File: src/rtl/ppmd_pkg.sv
// shared types and constants of the ppm frame decoder
package ppmd_pkg;

	localparam int TICK_SCALE        = 4;
	localparam int SYNC_RESET        = 10000 / TICK_SCALE;
	localparam int STORED_CHANNELS_DEF = 8;

	localparam int TIME_W   = 16;
	localparam int IDX_W    = 5;
	localparam int FSCH_W   = 3;
	localparam int WIDTH_W  = 17;
	localparam int CNT_W    = 16;
	localparam int CHAN_W   = 4;
	localparam int CFG_W    = 17;
	localparam int CFG_IDX_W = 3;

	localparam int IN_DATA_W  = 16;
	localparam int OUT_DATA_W = 56;
	localparam int OUT_USER_W = 2;

	localparam logic [TIME_W-1:0]  SYNC_THR_RST  = TIME_W'(SYNC_RESET);
	localparam logic [IDX_W-1:0]   FRAME_CH_RST  = IDX_W'(8);
	localparam logic [FSCH_W-1:0]  FS_CH_RST     = '0;
	localparam logic [WIDTH_W-1:0] FS_MIN_RST    = WIDTH_W'(1500);
	localparam logic [WIDTH_W-1:0] FS_MAX_RST    = WIDTH_W'(4500);
	localparam logic [CNT_W-1:0]   CNT_MAX       = '1;

	typedef enum logic [CFG_IDX_W-1:0] {
		REG_SYNC_THRESHOLD   = 3'd0,
		REG_FRAME_CHANNELS   = 3'd1,
		REG_FAILSAFE_CHANNEL = 3'd2,
		REG_FAILSAFE_MIN     = 3'd3,
		REG_FAILSAFE_MAX     = 3'd4
	} reg_idx_t;

	// one result, lowest field last
	typedef struct packed {
		logic [CNT_W-1:0]   noise_count;
		logic [CNT_W-1:0]   good_count;
		logic [WIDTH_W-1:0] width;
		logic [CHAN_W-1:0]  channel;
		logic               stored;
		logic               is_sync;
	} res_t;

endpackage

File: src/rtl/ppm_frame_decoder.sv
// top level of the ppm frame decoder
//
// ppm frame decoder: takes one 16-bit timer capture per ppm edge on the s_ side and
// gives one result per capture on the m_ side. the interval to the previous capture
// (modulo 2^16) is compared with sync_threshold; a longer gap is a frame sync and
// returns the channel index to zero, otherwise the doubled interval is written to the
// current channel while it is below frame_channels and STORED_CHANNELS, and pulses on
// the failsafe channel are sorted into saturating good and noise counters by the open
// (failsafe_min, failsafe_max) window. the interval, compares and counter updates are done
// in the accepting cycle and land in the output or skid register, so a request is taken in
// every cycle while s_tready is high; a two-deep output buffer (output
// register plus skid register) keeps s_tready registered and drops it only when both
// hold results the consumer has not yet taken. configuration is written through
// cfg_we / cfg_index / cfg_data and must only change while the block is idle.
module ppm_frame_decoder
	import ppmd_pkg::*;
#(
	parameter int STORED_CHANNELS = STORED_CHANNELS_DEF
) (
	input  logic                  clk,
	input  logic                  arst_n,
	// configuration write port
	input  logic                  cfg_we,
	input  logic [CFG_IDX_W-1:0]  cfg_index,
	input  logic [CFG_W-1:0]      cfg_data,
	// capture requests
	input  logic                  s_tvalid,
	output logic                  s_tready,
	input  logic [IN_DATA_W-1:0]  s_tdata,   // [15:0] capture_time
	// result requests
	output logic                  m_tvalid,
	input  logic                  m_tready,
	output logic [OUT_DATA_W-1:0] m_tdata,   // [3:0] channel, [20:4] width,
	                                         // [36:21] good_count, [52:37] noise_count
	output logic [OUT_USER_W-1:0] m_tuser    // [0] is_sync, [1] stored
);

	localparam logic [IDX_W:0] STORED_LIM = (IDX_W+1)'(STORED_CHANNELS);

	// configuration registers
	logic [TIME_W-1:0]  sync_threshold_q;
	logic [IDX_W-1:0]   frame_channels_q;
	logic [FSCH_W-1:0]  failsafe_channel_q;
	logic [WIDTH_W-1:0] failsafe_min_q;
	logic [WIDTH_W-1:0] failsafe_max_q;

	// decoder state
	logic [TIME_W-1:0]  last_capture_q;
	logic [IDX_W-1:0]   chan_idx_q;
	logic [CNT_W-1:0]   good_q;
	logic [CNT_W-1:0]   noise_q;

	// output buffer
	res_t out_q, skid_q;
	logic out_valid_q, skid_valid_q;

	logic               accept;
	logic [TIME_W-1:0]  interval;
	logic [WIDTH_W-1:0] width;
	logic               sync;
	logic               in_frame;
	logic               do_store;
	logic               fs_hit;
	logic               in_window;
	logic [IDX_W-1:0]   chan_idx_nxt;
	logic [CNT_W-1:0]   good_nxt;
	logic [CNT_W-1:0]   noise_nxt;
	res_t               res;

	assign s_tready = !skid_valid_q;
	assign accept   = s_tvalid && s_tready;

	// per-capture decode
	always_comb begin
		interval  = s_tdata[TIME_W-1:0] - last_capture_q;   // wraps with the timer
		width     = {interval, 1'b0};
		sync      = interval > sync_threshold_q;
		in_frame  = chan_idx_q < frame_channels_q;
		do_store  = !sync && in_frame && ({1'b0, chan_idx_q} < STORED_LIM);
		fs_hit    = do_store && (chan_idx_q == IDX_W'(failsafe_channel_q));
		in_window = (width > failsafe_min_q) && (width < failsafe_max_q);

		chan_idx_nxt = chan_idx_q;
		if (sync) begin
			chan_idx_nxt = '0;
		end else if (in_frame) begin
			chan_idx_nxt = chan_idx_q + IDX_W'(1);
		end

		good_nxt  = good_q;
		noise_nxt = noise_q;
		if (fs_hit) begin
			if (in_window) begin
				if (good_q != CNT_MAX) good_nxt = good_q + CNT_W'(1);
			end else begin
				if (noise_q != CNT_MAX) noise_nxt = noise_q + CNT_W'(1);
			end
		end

		res.is_sync     = sync;
		res.stored      = do_store;
		res.channel     = do_store ? chan_idx_q[CHAN_W-1:0] : '0;
		res.width       = width;
		res.good_count  = good_nxt;
		res.noise_count = noise_nxt;
	end

	// configuration writes; unknown indexes are ignored
	always_ff @(posedge clk or negedge arst_n) begin
		if (!arst_n) begin
			sync_threshold_q   <= SYNC_THR_RST;
			frame_channels_q   <= FRAME_CH_RST;
			failsafe_channel_q <= FS_CH_RST;
			failsafe_min_q     <= FS_MIN_RST;
			failsafe_max_q     <= FS_MAX_RST;
		end else if (cfg_we) begin
			case (cfg_index)
				REG_SYNC_THRESHOLD:   sync_threshold_q   <= cfg_data[TIME_W-1:0];
				REG_FRAME_CHANNELS:   frame_channels_q   <= cfg_data[IDX_W-1:0];
				REG_FAILSAFE_CHANNEL: failsafe_channel_q <= cfg_data[FSCH_W-1:0];
				REG_FAILSAFE_MIN:     failsafe_min_q     <= cfg_data[WIDTH_W-1:0];
				REG_FAILSAFE_MAX:     failsafe_max_q     <= cfg_data[WIDTH_W-1:0];
				default: begin
				end
			endcase
		end
	end

	// decoder state moves on every accepted capture
	always_ff @(posedge clk or negedge arst_n) begin
		if (!arst_n) begin
			last_capture_q <= '0;
			chan_idx_q     <= '0;
			good_q         <= '0;
			noise_q        <= '0;
		end else if (accept) begin
			last_capture_q <= s_tdata[TIME_W-1:0];
			chan_idx_q     <= chan_idx_nxt;
			good_q         <= good_nxt;
			noise_q        <= noise_nxt;
		end
	end

	// output register and skid register
	always_ff @(posedge clk or negedge arst_n) begin
		if (!arst_n) begin
			out_valid_q  <= 1'b0;
			skid_valid_q <= 1'b0;
		end else if (!out_valid_q || m_tready) begin
			if (skid_valid_q) begin
				out_valid_q  <= 1'b1;
				skid_valid_q <= 1'b0;
			end else begin
				out_valid_q <= accept;
			end
		end else if (accept) begin
			skid_valid_q <= 1'b1;
		end
	end

	always_ff @(posedge clk) begin
		if (!out_valid_q || m_tready) begin
			if (skid_valid_q) begin
				out_q <= skid_q;
			end else if (accept) begin
				out_q <= res;
			end
		end else if (accept) begin
			skid_q <= res;
		end
	end

	assign m_tvalid = out_valid_q;
	assign m_tuser  = {out_q.stored, out_q.is_sync};
	assign m_tdata  = {3'b000, out_q.noise_count, out_q.good_count, out_q.width, out_q.channel};

endmodule

File: config.mk
export PLATFORM = sky130hd
export DESIGN_NAME = ppm_frame_decoder
export DESIGN_NICKNAME = d
export VERILOG_FILES = /design/src/rtl/ppmd_pkg.sv /design/src/rtl/ppm_frame_decoder.sv
export SDC_FILE = /design/constraint.sdc
export NUM_CORES = 1
export LEC_CHECK = 0
export BUFFER_PORTS_ARGS = -buffer_cell sky130_fd_sc_hd__buf_4
export CAP_MARGIN = 40
export CORE_ASPECT_RATIO = 1.75
export CORE_MARGIN = 10
export CORE_UTILIZATION = 45
export DETAILED_ROUTE_END_ITERATION = 10
export PLACE_DENSITY = 0.68
export RECOVER_POWER = 100
export SYNTH_ARGS = -nofsm -noshare
export SYNTH_HDL_FRONTEND = slang
export SYNTH_SLANG_ARGS = --single-unit
File: constraint.sdc
create_clock -name clk -period 14.3 [get_ports clk]
set_input_delay 0.715 -clock clk [delete_from_list [all_inputs] [get_ports clk]]
set_output_delay 0.715 -clock clk [all_outputs]
set_load 0.02 [all_outputs]
==> summary.json, run 1 <==
{
  "clock_tree_from_tritoncts": {"value": "built"},
  "clkLatencyLatePin": {"value": 0.51, "unit": "ns"},
  "max_freq": {"value": 140, "unit": "MHz"},
  "p_per_area": {"value": 159, "unit": "nW/um^2"},
  "r2r-start": {"value": "last_capture_q[1]"},
  "core": {"value": 25800, "unit": "um^2"},
  "antenna_left": {"value": 0},
  "synthToLayoutAreaGrowth": {"value": 12.2, "unit": "%"},
  "syn-instance-count": {"value": 1071},
  "htreeDepth": {"value": 1},
  "die_area": {"value": 33100, "unit": "um^2"},
  "reg2regPathDepth": {"value": 17},
  "routabilityCongestion": {"value": 0.836},
  "number_of_max_slew_violations_in_the_final_report": {"value": 425},
  "most-common-layout-cells": {"value": "sky130_fd_sc_hd__nand2_1 (127), sky130_fd_sc_hd__edfxtp_1 (108), sky130_fd_sc_hd__dfrtp_1 (95)"},
  "final.setup_skew": {"value": 0.0161, "unit": "ns"},
  "synth.yosys.seq_area_share": {"value": 0.520},
  "cp_data_required_time": {"value": 14.60, "unit": "ns"},
  "synth_enable_flop_cells": {"value": 108},
  "first_pass_grt_wire_length": {"value": 45.8, "unit": "mm"},
  "avgRoutedWirePerCell": {"value": 18.9, "unit": "um"},
  "critPathMaxFanout": {"value": 60},
  "drcViolationCount": {"value": 0},
  "setup.worst_path.end_class": {"value": "flip-flop"},
  "root_buffer": {"value": "sky130_fd_sc_hd__clkbuf_16"},
  "detail_route.first_pass.iterations": {"value": 5},
  "layout_min_cycle_time": {"value": 7.16, "unit": "ns"},
  "violations": {"value": "max-capacitance violations, max-slew violations"},
  "grt.overflow.total": {"value": 0},
  "instances_no_fill": {"value": 1502},
  "async_reset_ff_frac": {"value": 0.511},
  "io-pin-count": {"value": 101},
  "largest_family_of_logic_cells_by_synthesized_area": {"value": "simple AND/OR/NAND/NOR gates"},
  "run_status": {"value": "finished with violations"},
  "synth_compound_area_frac": {"value": 0.124},
  "syn-mean-instance-area": {"value": 10.9, "unit": "um^2"},
  "clock_tree.buffer_depth": {"value": 3},
  "post-dp-hpwl": {"value": 20.6, "unit": "mm"},
  "design.final.nets": {"value": 1278},
  "grt_pass1_vias": {"value": 8640},
  "ys_seq_elements": {"value": 221},
  "wl": {"value": 28.4, "unit": "mm"},
  "rsz0062_at_grt": {"value": "false"},
  "synth_cell_type_count": {"value": 68},
  "cts_setup_buffers": {"value": 0},
  "detail_route.vias_per_cell": {"value": 5.61},
  "muxShareOfSynthArea": {"value": 0.0440},
  "die_w": {"value": 142, "unit": "um"},
  "rrSetupSlack": {"value": 7.14, "unit": "ns"},
  "finalSetupTns": {"value": 0, "unit": "ns"},
  "synth-main-ff-cell": {"value": "sky130_fd_sc_hd__edfxtp_1"},
  "final_layout_size_suffix_gt1_frac": {"value": 0.136},
  "post_synth_adder_cell_area": {"value": 0.0765},
  "worst_setup_hold_path_clk_slew": {"value": 0.07, "unit": "ns"},
  "synth.cell_area": {"value": 11700, "unit": "um^2"},
  "yosys.area_share.simple": {"value": 0.157},
  "post-route-period-util": {"value": 0.501},
  "slew-limit-headroom": {"value": -1.28},
  "critPathLaunchType": {"value": "flip-flop"},
  "cts-resized-gates": {"value": 0},
  "maxCapViolCount": {"value": 9},
  "global_route.usage.total": {"value": 0.170},
  "utilization": {"value": 0.510},
  "worst_ep_arrival_time": {"value": 7.47, "unit": "ns"},
  "placed_cells_incl_taps": {"value": 1462},
  "die_height": {"value": 233, "unit": "um"},
  "vias": {"value": 8419},
  "grt_max_degree": {"value": 66},
  "worst_reg2reg_endpoint": {"value": "m_tdata[49]"},
  "leakagePower": {"value": 5.44, "unit": "nW"},
  "synthesis.yosys.warnings": {"value": 0},
  "number_of_antenna_violations_at_the_first_check_in_global_routing": {"value": 0},
  "timing.final.setup_violations": {"value": 0},
  "layout_commonest_cell": {"value": "sky130_fd_sc_hd__nand2_1"},
  "min_path_cells": {"value": 3},
  "timing.hold.worst.class": {"value": "in -> reg"},
  "cts.sinks": {"value": 221},
  "cts_made_buffers": {"value": 22},
  "report.final.hold_viol_count": {"value": 0},
  "worstSetupEndpoint": {"value": "m_tdata[49]"},
  "initial_utilization": {"value": 0.454},
  "rows": {"value": 78},
  "tightestPinTransition": {"value": 3.41, "unit": "ns"},
  "synth-xor-area-share": {"value": 0.0277},
  "drt_iter0_markers": {"value": 522},
  "criticalPathCategory": {"value": "reg -> reg"},
  "crit_start": {"value": "last_capture_q[1]"},
  "placement.io_buffers": {"value": 96},
  "antenna_cells": {"value": 0},
  "post_cts_hold_buffer_count": {"value": 0},
  "vdd_drop_max": {"value": 0.0995, "unit": "mV"}
}
[area by class of cell]
class / instances / area [um^2]
fill: 2385 / 12600
sequential: 221 / 6090
multi-input combinational: 717 / 4980
timing repair buffer: 118 / 641
clock buffer: 32 / 633
tap: 320 / 400
inverter: 86 / 323
clock inverter: 8 / 66.3
[power breakdown]
group | leakage, nW | internal [mW] | switching [mW]
clock network | 0.347 | 0.326 | 0.242
logic | 2.69 | 0.229 | 0.453
registers | 2.40 | 0.789 | 0.0457
[sequential cells by signal (all words and copies together), names as in the netlist, 2 cells and up]
signal              cells
frame_channels_q        5
sync_threshold_q       16
m_tdata                52
chan_idx_q              5
failsafe_max_q         17
m_tuser                 2
failsafe_min_q         17
good_q                 16
last_capture_q         16
failsafe_channel_q      3
noise_q                16
skid_q                 54
[worst max-delay path, stage by stage (launching register included)]
cell and delay [ns]:
sky130_fd_sc_hd__dfrtp_1 0.36, sky130_fd_sc_hd__inv_1 0.11, sky130_fd_sc_hd__ha_1 0.24, sky130_fd_sc_hd__nor2b_1 0.14
sky130_fd_sc_hd__o31ai_1 0.50, sky130_fd_sc_hd__a211o_1 0.24, sky130_fd_sc_hd__nand3b_1 0.15, sky130_fd_sc_hd__a221oi_1 0.62
sky130_fd_sc_hd__xnor2_1 0.35, sky130_fd_sc_hd__ha_1 0.40, sky130_fd_sc_hd__nand4_1 0.20, sky130_fd_sc_hd__or4_1 0.65
sky130_fd_sc_hd__o211ai_1 0.20, sky130_fd_sc_hd__a21oi_1 0.11, sky130_fd_sc_hd__nand3_2 0.09, sky130_fd_sc_hd__clkbuf_1 1.80
sky130_fd_sc_hd__a31oi_1 0.33, sky130_fd_sc_hd__o31ai_1 0.43
[stage by stage]
step                cell area [um^2]  power (mW)  hold WS, ns  setup slack [ns]
floorplan                      11700        1.34        0.419              9.37
global placement               12700        1.53        0.476              8.11
detailed placement             12800        1.56        0.495              8.14
CTS                            13500        2.13        0.162              8.58
global route                   13100        2.21        0.428              6.74
finish                         13100        2.08        0.416              7.14
[per-layer routing]
layer,wire (um),GRT usage
met5,0,0
met4,826,0.0654
met2,15500,0.317
met3,1250,0.0250
met1,10800,0.188
[kinds of logic after synthesis]
family / count (synthesis)
other: 1
and+or+nand+nor: 345
DFF: 221
adders and majority gates: 71
xor gates and xnor gates: 37
buffers and inverters: 137
muxes: 46
AOI/OAI and AO/OA: 213
[synthesized netlist by cell type, drive strengths merged, types with 9 or more instances]
| cell | instances | share of area |
|---|---|---|
| nand2 | 127 | 0.041 |
| edfxtp | 108 | 0.28 |
| dfrtp | 95 | 0.20 |
| inv | 86 | 0.028 |
| o21ai | 71 | 0.031 |
| ha | 70 | 0.075 |
| nor2 | 49 | 0.016 |
| mux2 | 44 | 0.042 |
| a31oi | 37 | 0.020 |
| nand3 | 31 | 0.014 |
| nor3 | 28 | 0.013 |
| clkbuf | 26 | 0.0083 |
| a21oi | 25 | 0.011 |
| buf | 25 | 0.014 |
| o31ai | 23 | 0.015 |
| xor2 | 22 | 0.016 |
| nor4 | 21 | 0.017 |
| dfstp | 18 | 0.040 |
| nand4 | 16 | 0.0085 |
| or4 | 16 | 0.012 |
| xnor2 | 15 | 0.011 |
| and3 | 13 | 0.0069 |
| o41ai | 10 | 0.014 |
| o21a | 9 | 0.0058 |
[how the worst min path moves through the flow]
stage	start	end
2_1_floorplan	arst_n	chan_idx_q[0]
3_3_place_gp	last_capture_q[0]	last_capture_q[0]
3_5_place_dp	frame_channels_q[0]	frame_channels_q[0]
4_1_cts	arst_n	noise_q[9]
5_1_grt	s_tdata[11]	last_capture_q[11]
6_report	s_tdata[13]	last_capture_q[13]
Note: power is estimated with default switching activity, not from simulation.
==> run 2, diff against run 1 <==
--- a/config.mk
+++ b/config.mk
@@ -5,13 +5,14 @@
 export SDC_FILE = /design/constraint.sdc
 export NUM_CORES = 1
 export LEC_CHECK = 0
+export ABC_AREA = 1
 export BUFFER_PORTS_ARGS = -buffer_cell sky130_fd_sc_hd__buf_4
 export CAP_MARGIN = 40
 export CORE_ASPECT_RATIO = 1.75
 export CORE_MARGIN = 10
 export CORE_UTILIZATION = 45
 export DETAILED_ROUTE_END_ITERATION = 10
-export PLACE_DENSITY = 0.68
+export PLACE_DENSITY = 0.7
 export RECOVER_POWER = 100
 export SYNTH_ARGS = -nofsm -noshare
 export SYNTH_HDL_FRONTEND = slang
==> constraint.sdc (replaced) <==
create_clock -name clk -period 5.93 [get_ports clk]
set_input_delay 0.2965 -clock clk [delete_from_list [all_inputs] [get_ports clk]]
set_output_delay 0.2965 -clock clk [all_outputs]
set_load 0.02 [all_outputs]
==> summary.json, run 2 <==
{
  "run_status": {"value": "finished with violations"},
  "violations": {"value": "max-capacitance violations, max-slew violations"},
  "cts_made_buffers": {"value": 21},
  "met1_length": {"value": 11.7, "unit": "mm"},
  "placement.io_buffers": {"value": 96},
  "most-common-layout-cells": {"value": "sky130_fd_sc_hd__nand2_1 (622), sky130_fd_sc_hd__inv_1 (145), sky130_fd_sc_hd__edfxtp_1 (108)"},
  "cp.buffers_inverters": {"value": 4},
  "synth_cell_type_count": {"value": 45},
  "met2_wire_length": {"value": 16.4, "unit": "mm"},
  "utilization": {"value": 0.510},
  "most_area_hungry_cell_type_in_the_yosys_netlist": {"value": "sky130_fd_sc_hd__edfxtp_1"},
  "initial_utilization": {"value": 0.454},
  "root_buffer": {"value": "sky130_fd_sc_hd__clkbuf_16"},
  "routed.top_layer": {"value": "met4"},
  "leakagePower": {"value": 6.63, "unit": "nW"},
  "worst_setup_hold_path_clk_slew": {"value": 0.07, "unit": "ns"},
  "final.setup_skew": {"value": 0.0284, "unit": "ns"},
  "critPathLaunchType": {"value": "flip-flop"},
  "critPathMaxFanout": {"value": 60},
  "clock_tree_from_tritoncts": {"value": "built"},
  "rows": {"value": 80},
  "drt_iter0_markers": {"value": 564},
  "top_reg_by_flops": {"value": "skid_q"},
  "synth-main-ff-cell": {"value": "sky130_fd_sc_hd__edfxtp_1"},
  "report.final.hold_viol_count": {"value": 0},
  "final_layout_size_suffix_gt1_frac": {"value": 0.0818},
  "timing.hold.worst.class": {"value": "in -> reg"},
  "wl": {"value": 30.3, "unit": "mm"},
  "async_reset_ff_frac": {"value": 0.511},
  "instances_no_fill": {"value": 1958},
  "cts_setup_buffers": {"value": 0},
  "design.final.nets": {"value": 1686},
  "critical_path.slowest_cell": {"value": "sky130_fd_sc_hd__clkbuf_1"},
  "maxCapViolCount": {"value": 4},
  "criticalPathCategory": {"value": "reg -> reg"},
  "slew-limit-headroom": {"value": -1.22},
  "reg_area": {"value": 6090, "unit": "um^2"},
  "die_area": {"value": 34600, "unit": "um^2"},
  "placed_cells_incl_taps": {"value": 1916},
  "r2r-start": {"value": "skid_valid_q"},
  "synth.cell_area": {"value": 12300, "unit": "um^2"},
  "detail_route.vias_per_cell": {"value": 5.00},
  "tightestPinTransition": {"value": 3.34, "unit": "ns"},
  "syn-mean-instance-area": {"value": 8.25, "unit": "um^2"},
  "multiInputGateArea": {"value": 5350, "unit": "um^2"},
  "synthesis.yosys.warnings": {"value": 0},
  "io-pin-count": {"value": 101},
  "route.met3.wl": {"value": 938, "unit": "um"},
  "crit_start": {"value": "skid_valid_q"},
  "avgRoutedWirePerCell": {"value": 15.5, "unit": "um"},
  "critical_path_cell_by_cell": {"value": "clkbuf_1 -> clkinv_1 -> nand2_1 -> buf_4 -> nor2_4 -> clkbuf_2"},
  "setup.worst_path.end_class": {"value": "flip-flop"},
  "power.sequential.fraction": {"value": 0.396},
  "rrSetupSlack": {"value": 0.97, "unit": "ns"},
  "p_per_area": {"value": 356, "unit": "nW/um^2"},
  "power_frac_comb": {"value": 0.307},
  "hold_path.startpoint": {"value": "s_tdata[5]"},
  "vdd_drop_max": {"value": 0.260, "unit": "mV"},
  "worst_ep_arrival_time": {"value": 4.89, "unit": "ns"},
  "core": {"value": 27100, "unit": "um^2"},
  "grt_pass1_vias": {"value": 9717},
  "synthToLayoutAreaGrowth": {"value": 12.3, "unit": "%"},
  "synth.yosys.seq_area_share": {"value": 0.495},
  "drcViolationCount": {"value": 0},
  "cts-resized-gates": {"value": 0},
  "critPathTopFamily": {"value": "buffers and inverters"},
  "total_power": {"value": 4.92, "unit": "mW"},
  "number_of_antenna_violations_at_the_first_check_in_global_routing": {"value": 0},
  "clkLatencyLatePin": {"value": 0.53, "unit": "ns"},
  "vias": {"value": 9792},
  "routabilityCongestion": {"value": 0.911},
  "finalSetupTns": {"value": 0, "unit": "ns"},
  "netlist.area_leader.share": {"value": 0.263},
  "synth_enable_flop_cells": {"value": 108},
  "die_w": {"value": 145, "unit": "um"},
  "number_of_max_slew_violations_in_the_final_report": {"value": 226},
  "layout_commonest_cell": {"value": "sky130_fd_sc_hd__nand2_1"},
  "max_freq": {"value": 202, "unit": "MHz"},
  "p_int": {"value": 3.18, "unit": "mW"},
  "fillCellCount": {"value": 2660},
  "grt.overflow.total": {"value": 0},
  "synth_top_cells_by_count": {"value": "sky130_fd_sc_hd__nand2_1 (607), sky130_fd_sc_hd__inv_1 (145), sky130_fd_sc_hd__edfxtp_1 (108)"},
  "antenna_left": {"value": 0},
  "largest_reg_flops": {"value": 54},
  "cp_data_required_time": {"value": 5.87, "unit": "ns"},
  "clock_tree.buffer_depth": {"value": 3},
  "global_route.usage.total": {"value": 0.173},
  "power.share.clock": {"value": 0.297},
  "die_height": {"value": 239, "unit": "um"},
  "total_switching_power": {"value": 1.75, "unit": "mW"},
  "ys_seq_elements": {"value": 221},
  "post_cts_hold_buffer_count": {"value": 4},
  "post-synth-top-count-cell": {"value": "sky130_fd_sc_hd__nand2_1"},
  "htreeDepth": {"value": 1},
  "syn-instance-count": {"value": 1492},
  "post-route-period-util": {"value": 0.836},
  "detail_route.first_pass.iterations": {"value": 5},
  "antenna_cells": {"value": 0},
  "post_synth_main_area_contributors": {"value": "sky130_fd_sc_hd__edfxtp_1 (26%), sky130_fd_sc_hd__dfrtp_1 (19%), sky130_fd_sc_hd__nand2_1 (19%)"},
  "switching_share": {"value": 0.355},
  "post-dp-hpwl": {"value": 21.3, "unit": "mm"},
  "first_pass_grt_wire_length": {"value": 49.4, "unit": "mm"},
  "slowest_stage_delay_on_critical_path": {"value": 2.10, "unit": "ns"},
  "layout_min_cycle_time": {"value": 4.96, "unit": "ns"},
  "grt_max_degree": {"value": 61},
  "timing.final.setup_violations": {"value": 0},
  "rsz0062_at_grt": {"value": "false"},
  "cts.sinks": {"value": 221}
}
-- run 2: cell types whose count changed in the layout (fill, tap and decap cells not counted), sizes merged, moves of 22 or more --
cell	change
nand2	+496
nand3	+65
inv	+62
mux2	-44
a31oi	-35
o21ai	+23
o31ai	-22
-- run 2: logic make-up after synthesis --
family	after synthesis	share of synthesized area
buf+inv	207	0.0702
xor+xnor	23	0.0164
fa+ha+maj	71	0.0728
simple gates	828	0.286
flops	221	0.495
compound gates	141	0.0598
other cells	1	0.000305
-- run 2: power by group through the flow --
stage	clock (mW)	sequential (mW)	combinational [mW]
after floorplan	0	2.01	1.05
after global placement	0	1.97	1.52
after CTS	1.49	1.95	1.57
final	1.46	1.95	1.51
after global routing	1.55	1.97	1.72
after detailed placement	0	1.98	1.56
-- run 2: final timing paths --
check                      depth (start not counted)                     to
min in group asynchronous                          2  failsafe_channel_q[0]
setup reg to reg                                   6             skid_q[20]
max in group asynchronous                          3     failsafe_min_q[14]
setup / recovery                                   6             skid_q[20]
hold reg to reg                                    2      failsafe_max_q[1]
hold / removal                                     3      last_capture_q[5]
-- run 2: per-stage QoR --
stage	setup WS [ns]	hold WS, ns	cell area [um^2]
after CTS	1.42	0.0000907	14100
final	0.973	0.0185	13800
after detailed placement	1.39	0.421	13400
after floorplan	2.14	0.000909	12300
after global placement	1.46	0.406	13300
after global routing	0.583	0.00758	13800
-- run 2: layout make-up --
class | count | share of cell area
Clock buffer | 29 | 0.0423
Clock inverter | 9 | 0.0109
Inverter | 148 | 0.0402
Multi-Input combinational cell | 1068 | 0.387
Sequential cell | 221 | 0.441
Tap cell | 369 | 0.0334
Timing Repair Buffer | 114 | 0.0460
-- run 2: worst reg2reg max path: stages, from the launching register on --
cell and delay (ns):
sky130_fd_sc_hd__dfrtp_2 0.34, sky130_fd_sc_hd__clkbuf_1 2.10, sky130_fd_sc_hd__clkinv_1 0.38, sky130_fd_sc_hd__nand2_1 0.16, sky130_fd_sc_hd__buf_4 0.45, sky130_fd_sc_hd__nor2_4 0.07
sky130_fd_sc_hd__clkbuf_2 0.85
-- run 2: routing by layer --
layer | track usage | up-vias
li1 | - | 4949
met5 | 0 | -
met1 | 0.179 | 4565
met4 | 0.0829 | 0
met3 | 0.0201 | 63
met2 | 0.334 | 215
